`config.mk`:
```
export PLATFORM = sky130hd
export DESIGN_NAME = utf8_stream_decoder
export DESIGN_NICKNAME = d
export VERILOG_FILES = /design/src/sv/utf8sd_pkg.sv /design/src/sv/utf8sd_front.sv /design/src/sv/utf8sd_queue.sv /design/src/sv/utf8sd_back.sv /design/src/sv/utf8_stream_decoder.sv
export SDC_FILE = /design/constraint.sdc
export NUM_CORES = 1
export LEC_CHECK = 0
export ABC_AREA = 1
export BUFFER_PORTS_ARGS = -buffer_cell sky130_fd_sc_hd__buf_2
export CAP_MARGIN = 10
export CORE_ASPECT_RATIO = 1.4
export CORE_MARGIN = 2
export CORE_UTILIZATION = 55
export DETAILED_ROUTE_END_ITERATION = 10
export PLACE_DENSITY = 0.74
export SETUP_SLACK_MARGIN = 0.1
export SLEW_MARGIN = 20
export SYNTH_ARGS = -nofsm -noshare
export SYNTH_HDL_FRONTEND = slang
export SYNTH_SLANG_ARGS = --single-unit
```
`constraint.sdc`:
```
create_clock -name clk_i -period 5.84 [get_ports clk_i]
set_input_delay 0.292 -clock clk_i [delete_from_list [all_inputs] [get_ports clk_i]]
set_output_delay 0.292 -clock clk_i [all_outputs]
set_load 0.1 [all_outputs]
```
`src/sv/utf8sd_pkg.sv`:
```
package utf8sd_pkg;

  localparam int CpW = 21;
  localparam logic [CpW-1:0] ReplChar = 21'h00FFFD;

  // dfa state codes
  typedef enum logic [3:0] {
    StAccept = 4'd0,
    StReject = 4'd1,
    StNeed1  = 4'd2,
    StNeed2  = 4'd3,
    StE0     = 4'd4,
    StEd     = 4'd5,
    StF0     = 4'd6,
    StNeed3  = 4'd7,
    StF4     = 4'd8
  } dfa_state_e;

  // byte class codes
  typedef logic [3:0] byte_class_t;
  localparam byte_class_t ClsAscii   = 4'd0;
  localparam byte_class_t ClsCont80  = 4'd1;
  localparam byte_class_t ClsLead2   = 4'd2;
  localparam byte_class_t ClsLead3   = 4'd3;
  localparam byte_class_t ClsLeadEd  = 4'd4;
  localparam byte_class_t ClsLeadF4  = 4'd5;
  localparam byte_class_t ClsLead4   = 4'd6;
  localparam byte_class_t ClsContA0  = 4'd7;
  localparam byte_class_t ClsInvalid = 4'd8;
  localparam byte_class_t ClsCont90  = 4'd9;
  localparam byte_class_t ClsLeadE0  = 4'd10;
  localparam byte_class_t ClsLeadF0  = 4'd11;

  // run queue between front and back
  localparam int QueueDepth = 2;
  localparam int QPtrW      = (QueueDepth > 1) ? $clog2(QueueDepth) : 1;
  localparam int QCntW      = $clog2(QueueDepth + 1);

  typedef struct packed {
    logic [7:0] byte_in;
    logic       end_of_string;
  } in_item_t;

  typedef struct packed {
    logic [CpW-1:0] codepoint;
    logic           is_replacement;
    logic           last_of_run;
    logic           string_done;
  } result_t;

  // all results caused by one byte
  typedef struct packed {
    result_t first;
    result_t second;
    logic    two;
  } run_t;

  function automatic byte_class_t byte_class(input logic [7:0] b);
    byte_class_t c;
    if (b < 8'h80)       c = ClsAscii;
    else if (b < 8'h90)  c = ClsCont80;
    else if (b < 8'hA0)  c = ClsCont90;
    else if (b < 8'hC0)  c = ClsContA0;
    else if (b < 8'hC2)  c = ClsInvalid;
    else if (b < 8'hE0)  c = ClsLead2;
    else if (b == 8'hE0) c = ClsLeadE0;
    else if (b == 8'hED) c = ClsLeadEd;
    else if (b < 8'hF0)  c = ClsLead3;
    else if (b == 8'hF0) c = ClsLeadF0;
    else if (b < 8'hF4)  c = ClsLead4;
    else if (b == 8'hF4) c = ClsLeadF4;
    else                 c = ClsInvalid;
    return c;
  endfunction

  function automatic dfa_state_e next_state(input dfa_state_e st, input byte_class_t cls);
    dfa_state_e n;
    n = StReject;
    case (st)
      StAccept: begin
        case (cls)
          ClsAscii:  n = StAccept;
          ClsLead2:  n = StNeed1;
          ClsLead3:  n = StNeed2;
          ClsLeadEd: n = StEd;
          ClsLeadF4: n = StF4;
          ClsLead4:  n = StNeed3;
          ClsLeadE0: n = StE0;
          ClsLeadF0: n = StF0;
          default:   n = StReject;
        endcase
      end
      StNeed1: begin
        if (cls == ClsCont80 || cls == ClsContA0 || cls == ClsCont90) n = StAccept;
      end
      StNeed2: begin
        if (cls == ClsCont80 || cls == ClsContA0 || cls == ClsCont90) n = StNeed1;
      end
      StE0: begin
        if (cls == ClsContA0) n = StNeed1;
      end
      StEd: begin
        if (cls == ClsCont80 || cls == ClsCont90) n = StNeed1;
      end
      StF0: begin
        if (cls == ClsContA0 || cls == ClsCont90) n = StNeed2;
      end
      StNeed3: begin
        if (cls == ClsCont80 || cls == ClsContA0 || cls == ClsCont90) n = StNeed2;
      end
      StF4: begin
        if (cls == ClsCont80) n = StNeed2;
      end
      default: n = StReject;
    endcase
    return n;
  endfunction

endpackage

```
`src/sv/utf8sd_front.sv`:
```
module utf8sd_front (
  input  logic                clk_i,
  input  logic                rst_ni,
  input  logic                push,
  input  utf8sd_pkg::in_item_t item_i,
  input  logic                q_full_i,
  output logic                q_push_o,
  output utf8sd_pkg::run_t    q_run_o
);
  import utf8sd_pkg::*;

  dfa_state_e     state_q, state_d;
  logic [CpW-1:0] partial_q, partial_d;

  logic           accept;
  byte_class_t    cls;
  dfa_state_e     ns1, ns2, st_mid;
  logic [CpW-1:0] p1, p2, part_mid;
  logic           fresh;
  logic           a_v, a_rep, x_v, x_rep;
  logic [CpW-1:0] a_cp, x_cp;
  logic           eos;

  assign accept = push && !q_full_i;
  assign eos    = item_i.end_of_string;
  assign cls    = byte_class(item_i.byte_in);
  assign ns1    = next_state(state_q, cls);
  assign ns2    = next_state(StAccept, cls);
  assign p1     = {partial_q[CpW-7:0], item_i.byte_in[5:0]};
  assign p2     = {{(CpW-8){1'b0}}, (8'hFF >> cls) & item_i.byte_in};

  always_comb begin
    a_v      = 1'b0;
    a_cp     = p1;
    a_rep    = 1'b0;
    fresh    = 1'b1;
    st_mid   = state_q;
    part_mid = partial_q;
    // continue an open sequence
    if (state_q != StAccept) begin
      fresh = 1'b0;
      if (ns1 == StAccept) begin
        a_v    = 1'b1;
        st_mid = StAccept;
      end else if (ns1 == StReject) begin
        a_v    = 1'b1;
        a_cp   = ReplChar;
        a_rep  = 1'b1;
        st_mid = StAccept;
        fresh  = 1'b1;
      end else begin
        st_mid   = ns1;
        part_mid = p1;
      end
    end
    // decode as a sequence start
    x_v   = 1'b0;
    x_cp  = p2;
    x_rep = 1'b0;
    if (fresh) begin
      if (ns2 == StAccept) begin
        x_v    = 1'b1;
        st_mid = StAccept;
      end else if (ns2 == StReject) begin
        x_v    = 1'b1;
        x_cp   = ReplChar;
        x_rep  = 1'b1;
        st_mid = StAccept;
      end else begin
        st_mid   = ns2;
        part_mid = p2;
      end
    end
    state_d   = st_mid;
    partial_d = part_mid;
    // truncated sequence at string end
    if (eos) begin
      if (st_mid != StAccept) begin
        x_v   = 1'b1;
        x_cp  = ReplChar;
        x_rep = 1'b1;
      end
      state_d   = StAccept;
      partial_d = '0;
    end else if (st_mid == StAccept) begin
      partial_d = '0;
    end
  end

  always_comb begin
    q_run_o.two                   = a_v && x_v;
    q_run_o.first.codepoint       = a_v ? a_cp : x_cp;
    q_run_o.first.is_replacement  = a_v ? a_rep : x_rep;
    q_run_o.first.last_of_run     = !(a_v && x_v);
    q_run_o.first.string_done     = eos && !(a_v && x_v);
    q_run_o.second.codepoint      = x_cp;
    q_run_o.second.is_replacement = x_rep;
    q_run_o.second.last_of_run    = 1'b1;
    q_run_o.second.string_done    = eos;
  end

  assign q_push_o = accept && (a_v || x_v);

  always_ff @(posedge clk_i or negedge rst_ni) begin
    if (!rst_ni) begin
      state_q   <= StAccept;
      partial_q <= '0;
    end else if (accept) begin
      state_q   <= state_d;
      partial_q <= partial_d;
    end
  end

`ifndef SYNTHESIS
  a_eos_clears: assert property (@(posedge clk_i) disable iff (!rst_ni)
    (accept && eos) |=> (state_q == StAccept && partial_q == '0))
    else $error("state not cleared after string end");
  a_no_reject: assert property (@(posedge clk_i) disable iff (!rst_ni)
    state_q != StReject)
    else $error("reject state held in register");
`endif

endmodule

```
`src/sv/utf8sd_queue.sv`:
```
module utf8sd_queue (
  input  logic             clk_i,
  input  logic             rst_ni,
  input  logic             push_i,
  input  utf8sd_pkg::run_t run_i,
  output logic             full_o,
  output logic             valid_o,
  output utf8sd_pkg::run_t run_o,
  input  logic             pop_i
);
  import utf8sd_pkg::*;

  run_t             mem_q [QueueDepth];
  logic [QPtrW-1:0] wr_ptr_q, rd_ptr_q;
  logic [QCntW-1:0] cnt_q;
  logic             do_push, do_pop;

  assign full_o  = (cnt_q == QCntW'(QueueDepth));
  assign valid_o = (cnt_q != '0);
  assign run_o   = mem_q[rd_ptr_q];
  assign do_push = push_i && !full_o;
  assign do_pop  = pop_i && valid_o;

  always_ff @(posedge clk_i) begin
    if (do_push) begin
      mem_q[wr_ptr_q] <= run_i;
    end
  end

  always_ff @(posedge clk_i or negedge rst_ni) begin
    if (!rst_ni) begin
      wr_ptr_q <= '0;
      rd_ptr_q <= '0;
      cnt_q    <= '0;
    end else begin
      if (do_push) begin
        wr_ptr_q <= (wr_ptr_q == QPtrW'(QueueDepth - 1)) ? '0 : wr_ptr_q + 1'b1;
      end
      if (do_pop) begin
        rd_ptr_q <= (rd_ptr_q == QPtrW'(QueueDepth - 1)) ? '0 : rd_ptr_q + 1'b1;
      end
      if (do_push && !do_pop) begin
        cnt_q <= cnt_q + 1'b1;
      end else if (do_pop && !do_push) begin
        cnt_q <= cnt_q - 1'b1;
      end
    end
  end

`ifndef SYNTHESIS
  a_no_overflow: assert property (@(posedge clk_i) disable iff (!rst_ni)
    push_i |-> !full_o)
    else $error("run pushed into full queue");
`endif

endmodule

```
`src/sv/utf8sd_back.sv`:
```
module utf8sd_back (
  input  logic                clk_i,
  input  logic                rst_ni,
  input  logic                q_valid_i,
  input  utf8sd_pkg::run_t    q_run_i,
  output logic                q_pop_o,
  output logic                empty,
  input  logic                pop,
  output utf8sd_pkg::result_t result_o
);
  import utf8sd_pkg::*;

  result_t out_q, out_d;
  logic    out_valid_q, out_valid_d;
  logic    sel_q, sel_d;
  logic    load;

  assign load = q_valid_i && (!out_valid_q || pop);

  always_comb begin
    out_d       = out_q;
    sel_d       = sel_q;
    q_pop_o     = 1'b0;
    out_valid_d = out_valid_q && !pop;
    if (load) begin
      out_valid_d = 1'b1;
      out_d       = sel_q ? q_run_i.second : q_run_i.first;
      if (q_run_i.two && !sel_q) begin
        sel_d = 1'b1;
      end else begin
        sel_d   = 1'b0;
        q_pop_o = 1'b1;
      end
    end
  end

  always_ff @(posedge clk_i) begin
    out_q <= out_d;
  end

  always_ff @(posedge clk_i or negedge rst_ni) begin
    if (!rst_ni) begin
      out_valid_q <= 1'b0;
      sel_q       <= 1'b0;
    end else begin
      out_valid_q <= out_valid_d;
      sel_q       <= sel_d;
    end
  end

  assign empty    = !out_valid_q;
  assign result_o = out_q;

`ifndef SYNTHESIS
  a_second_pending: assert property (@(posedge clk_i) disable iff (!rst_ni)
    sel_q |-> (q_valid_i && q_run_i.two))
    else $error("second result pending without its run");
`endif

endmodule

```
`src/sv/utf8_stream_decoder.sv`:
```
// streaming utf-8 decoder, one byte of a string per input item
// input side is a queue sink: an item (byte plus end-of-string flag) is taken
//   at a clock edge where push is high and full is low
// result side is a queue source: while empty is low the oldest decoded
//   codepoint sits on result_o and is taken at an edge where pop is high
// each byte gives zero, one or two results; ill-formed input gives u+fffd,
//   last_of_run marks the final result of a byte, string_done the final
//   result of the string
// a result passes through the run queue and then the output register
// throughput: one byte per cycle while the run queue is not full; a byte that
//   gives two results holds the result register for both in turn, so a run of
//   such bytes is limited by the single output register draining the
//   two-entry run queue
// reset clears the dfa state, the partial codepoint, the run queue and the
//   output valid flag; the block is ready for a byte once reset is released
// when the receiver stalls, results wait in the output register and the run
//   queue; once the queue fills, full rises and input is held off
module utf8_stream_decoder (
  input  logic                 clk_i,
  input  logic                 rst_ni,
  input  logic                 push,
  output logic                 full,
  input  utf8sd_pkg::in_item_t item_i,
  output logic                 empty,
  input  logic                 pop,
  output utf8sd_pkg::result_t  result_o
);
  import utf8sd_pkg::*;

  // front to queue
  logic q_push;
  run_t q_run_in;
  logic q_full;

  // queue to back
  logic q_valid;
  run_t q_run_out;
  logic q_pop;

  // classify the byte, step the dfa and build the run of results
  utf8sd_front u_front (
    .clk_i    (clk_i),
    .rst_ni   (rst_ni),
    .push     (push),
    .item_i   (item_i),
    .q_full_i (q_full),
    .q_push_o (q_push),
    .q_run_o  (q_run_in)
  );

  // short run queue decoupling decode from result delivery
  utf8sd_queue u_queue (
    .clk_i   (clk_i),
    .rst_ni  (rst_ni),
    .push_i  (q_push),
    .run_i   (q_run_in),
    .full_o  (q_full),
    .valid_o (q_valid),
    .run_o   (q_run_out),
    .pop_i   (q_pop)
  );

  // hand out the results of each run one at a time
  utf8sd_back u_back (
    .clk_i     (clk_i),
    .rst_ni    (rst_ni),
    .q_valid_i (q_valid),
    .q_run_i   (q_run_out),
    .q_pop_o   (q_pop),
    .empty     (empty),
    .pop       (pop),
    .result_o  (result_o)
  );

  // input stalls only on a full run queue
  assign full = q_full;

endmodule
```
==> flow_summary.json <==
{
  "status": "finished clean",
  "synth_cell_types": 37,
  "max_freq_mhz": 310,
  "synthTopCellsByArea": "edfxtp_1 51%, dfrtp_1 11%, o21ai_0 6.7%",
  "skew_ps": 7.83,
  "grt_max_degree": 37,
  "syn_inst": 543,
  "start_util_pct": 56.2,
  "clock-root-buffer": "clkbuf_16",
  "min_path_type": "input port to flop",
  "grt_util_all_layers_pct": 23.3,
  "coreArea_mm2": 0.00990,
  "min_to": "u_back.out_valid_q",
  "cts_tree": "done",
  "yosys.area.top_type_share_pct": 50.8,
  "multiInputGateArea_mm2": 0.00179,
  "ant_nets": 0,
  "port_buffers": 38,
  "tightest_slew_ps": 926,
  "cts_setup_buffers": 0,
  "n_fill_cell": 798,
  "setup_violations": 0,
  "regArea_mm2": 0.00345,
  "wl_um": 11400,
  "holdPathStages": 2,
  "min_from": "pop",
  "drv_slew": 0,
  "ys_ff_latch": 119,
  "gr-total-overflow": 0,
  "insertion_delay_ps": 410,
  "start_kind": "flop",
  "avgSynthCellArea_um2": 10.2,
  "worst_slew_margin_rel_pct": 38.2,
  "synth_area_mm2": 0.00556,
  "tns_ps": 0,
  "fin_crit_ps": 3230,
  "synthArstFlopShare_pct": 21.0,
  "cts_htree_levels": 4,
  "cts_sinks": 119,
  "clockBufferDepth": 2,
  "nets": 605,
  "io-pin-count": 39,
  "seq_area_frac_synth_pct": 62.0,
  "grt_pass1_vias": 3969,
  "ff2ff_path_depth": 10,
  "synth_top_area_cell": "edfxtp_1",
  "cts_buffers": 17,
  "syn-num-nets": 557,
  "ff2ff_setup_slack_ps": 2610,
  "antenna_found_initial": 0,
  "arrival_ps": 3320,
  "syn_to_final_growth_pct": 17.1,
  "pre_cts_slack_ps": 2240,
  "required_ps": 5930,
  "worstSetupPathType": "flop to flop",
  "dieArea_mm2": 0.0109,
  "critPathCaptureType": "flop",
  "antenna_cells": 0,
  "period_share_pct": 55.3,
  "die_x_um": 89.0,
  "die_h_um": 123,
  "drt_iter0_markers": 315,
  "rsz0062_at_grt": "false",
  "path_clk_slew_ps": 60,
  "r2r_start": "u_front.state_q[1]",
  "synth_ff_type": "edfxtp_1",
  "drt-vias-per-instance": 5.47,
  "drt-pass1-iter-count": 5,
  "fin_ws_ps": 2610,
  "ys.warnings.count": 0,
  "reg2reg_to": "u_queue.mem_q[0][24]",
  "final_area_mm2": 0.00651,
  "dp_hpwl_um": 7940,
  "synth_most_common_cell": "nand2_1",
  "synthTopCellsByCount": "98 x nand2_1, 94 x edfxtp_1, 74 x o21ai_0, 67 x nor2_1, 50 x inv_1",
  "fp-row-count": 43,
  "vias": 4045,
  "synth_edf_count": 94,
  "drcViolationCount": 0,
  "drive_gt1_share_pct": 19.5,
  "drv_cap": 0,
  "hold_viol": 0,
  "placed_cell_area_mm2": 0.00588,
  "crit_fanout": 18,
  "gp_congestion": 0.865,
  "grt_pass1_wl_um": 19000,
  "wl_per_cell_um": 15.4
}
flip-flops by register name, summed over array words and instances (netlist names):
name                cells
u_queue.cnt_q           2
u_front.state_q         4
u_back.result_o        24
u_queue.mem_q          70
u_back.out_valid_q      1
u_back.sel_q            1
u_front.partial_q      15
u_queue.rd_ptr_q        1
u_queue.wr_ptr_q        1
worst max-delay path by stage:
stage | depth (start not counted) | start | endpoint | slack, ps
3_5_place_dp | 17 | item_i[8] | u_queue.mem_q[0][43] | 2240
5_1_grt | 19 | item_i[2] | u_queue.mem_q[0][24] | 2240
4_1_cts | 10 | u_front.state_q[1] | u_queue.mem_q[0][24] | 2600
2_1_floorplan | 17 | item_i[6] | u_queue.mem_q[1][0] | 2080
3_3_place_gp | 16 | item_i[8] | u_queue.mem_q[0][46] | 2310
6_report | 10 | u_front.state_q[1] | u_queue.mem_q[0][24] | 2610
critical path, cell delays in order, from the launching register on:
cell,delay [ps]
dfrtp_1,440
nor2_1,110
inv_1,60
nor2_1,280
clkinv_1,420
nand3_2,320
nand3_1,120
nand3_1,120
nand3_1,100
inv_1,540
buf_4,380
cell usage in the layout (no fill, tap or decap), types with 4 or more instances in the layout:
cell       instances
inv_2              9
o21ai_0           74
nor2_4             4
nand2_1           98
buf_4              6
nor2_1            66
edfxtp_1          94
nand3_1           18
o22ai_1           14
dfrtp_1           25
nor3_1             8
nand2_4           10
clkbuf_16         17
buf_2             38
o211ai_1           6
a21oi_1            6
inv_1             50
nand4_1           10
inv_6              4
nor2_2             7
metal layers:
layer  up-vias  wire length (um)  GRT usage (%)
li1       1957                 -              -
met2       125              6130           39.9
met5         -                 0              0
met3        19               516           6.28
met4         0               183           9.24
met1      1944              4560           27.7
cells by family (layout without fill, tap and decap cells):
kind of cell             after synthesis  in the layout  share of synthesized area (%)
XOR/XNOR                               3              3                          0.473
buffers and inverters                 78            139                           5.92
AO/OA/AOI/OAI                        109            109                           10.9
flip-flops                           119            119                           62.0
AND/OR/NAND/NOR                      233            233                           20.5
adder cells (fa/ha/maj)                1              1                          0.225
what timing repair did:
item,4_1_cts,5_1_grt
hold buffers,1,0
hold endpoints to repair,25,0
resized for setup,0,0
layout make-up:
type	count	share of cell area, %
Timing Repair Buffer	45	3.77
Clock inverter	15	2.96
Clock buffer	17	6.53
Multi-Input combinational cell	346	27.4
Sequential cell	119	53.0
Tap cell	135	2.59
Inverter	62	3.77
metrics by stage:
| stage | util (%) | hold WS, ps | cells |
|---|---|---|---|
| finish | 65.8 | 111 | 739 |
| global route | 65.8 | 116 | 739 |
| CTS | 65.8 | 94.3 | 739 |
| detailed placement | 59.4 | 316 | 706 |
| global placement | 59.4 | 314 | 706 |
| floorplan | - | -3.59 | 543 |
Power is not shown: default switching activity piles up to over one toggle a cycle in this logic, so the estimate is an artifact.
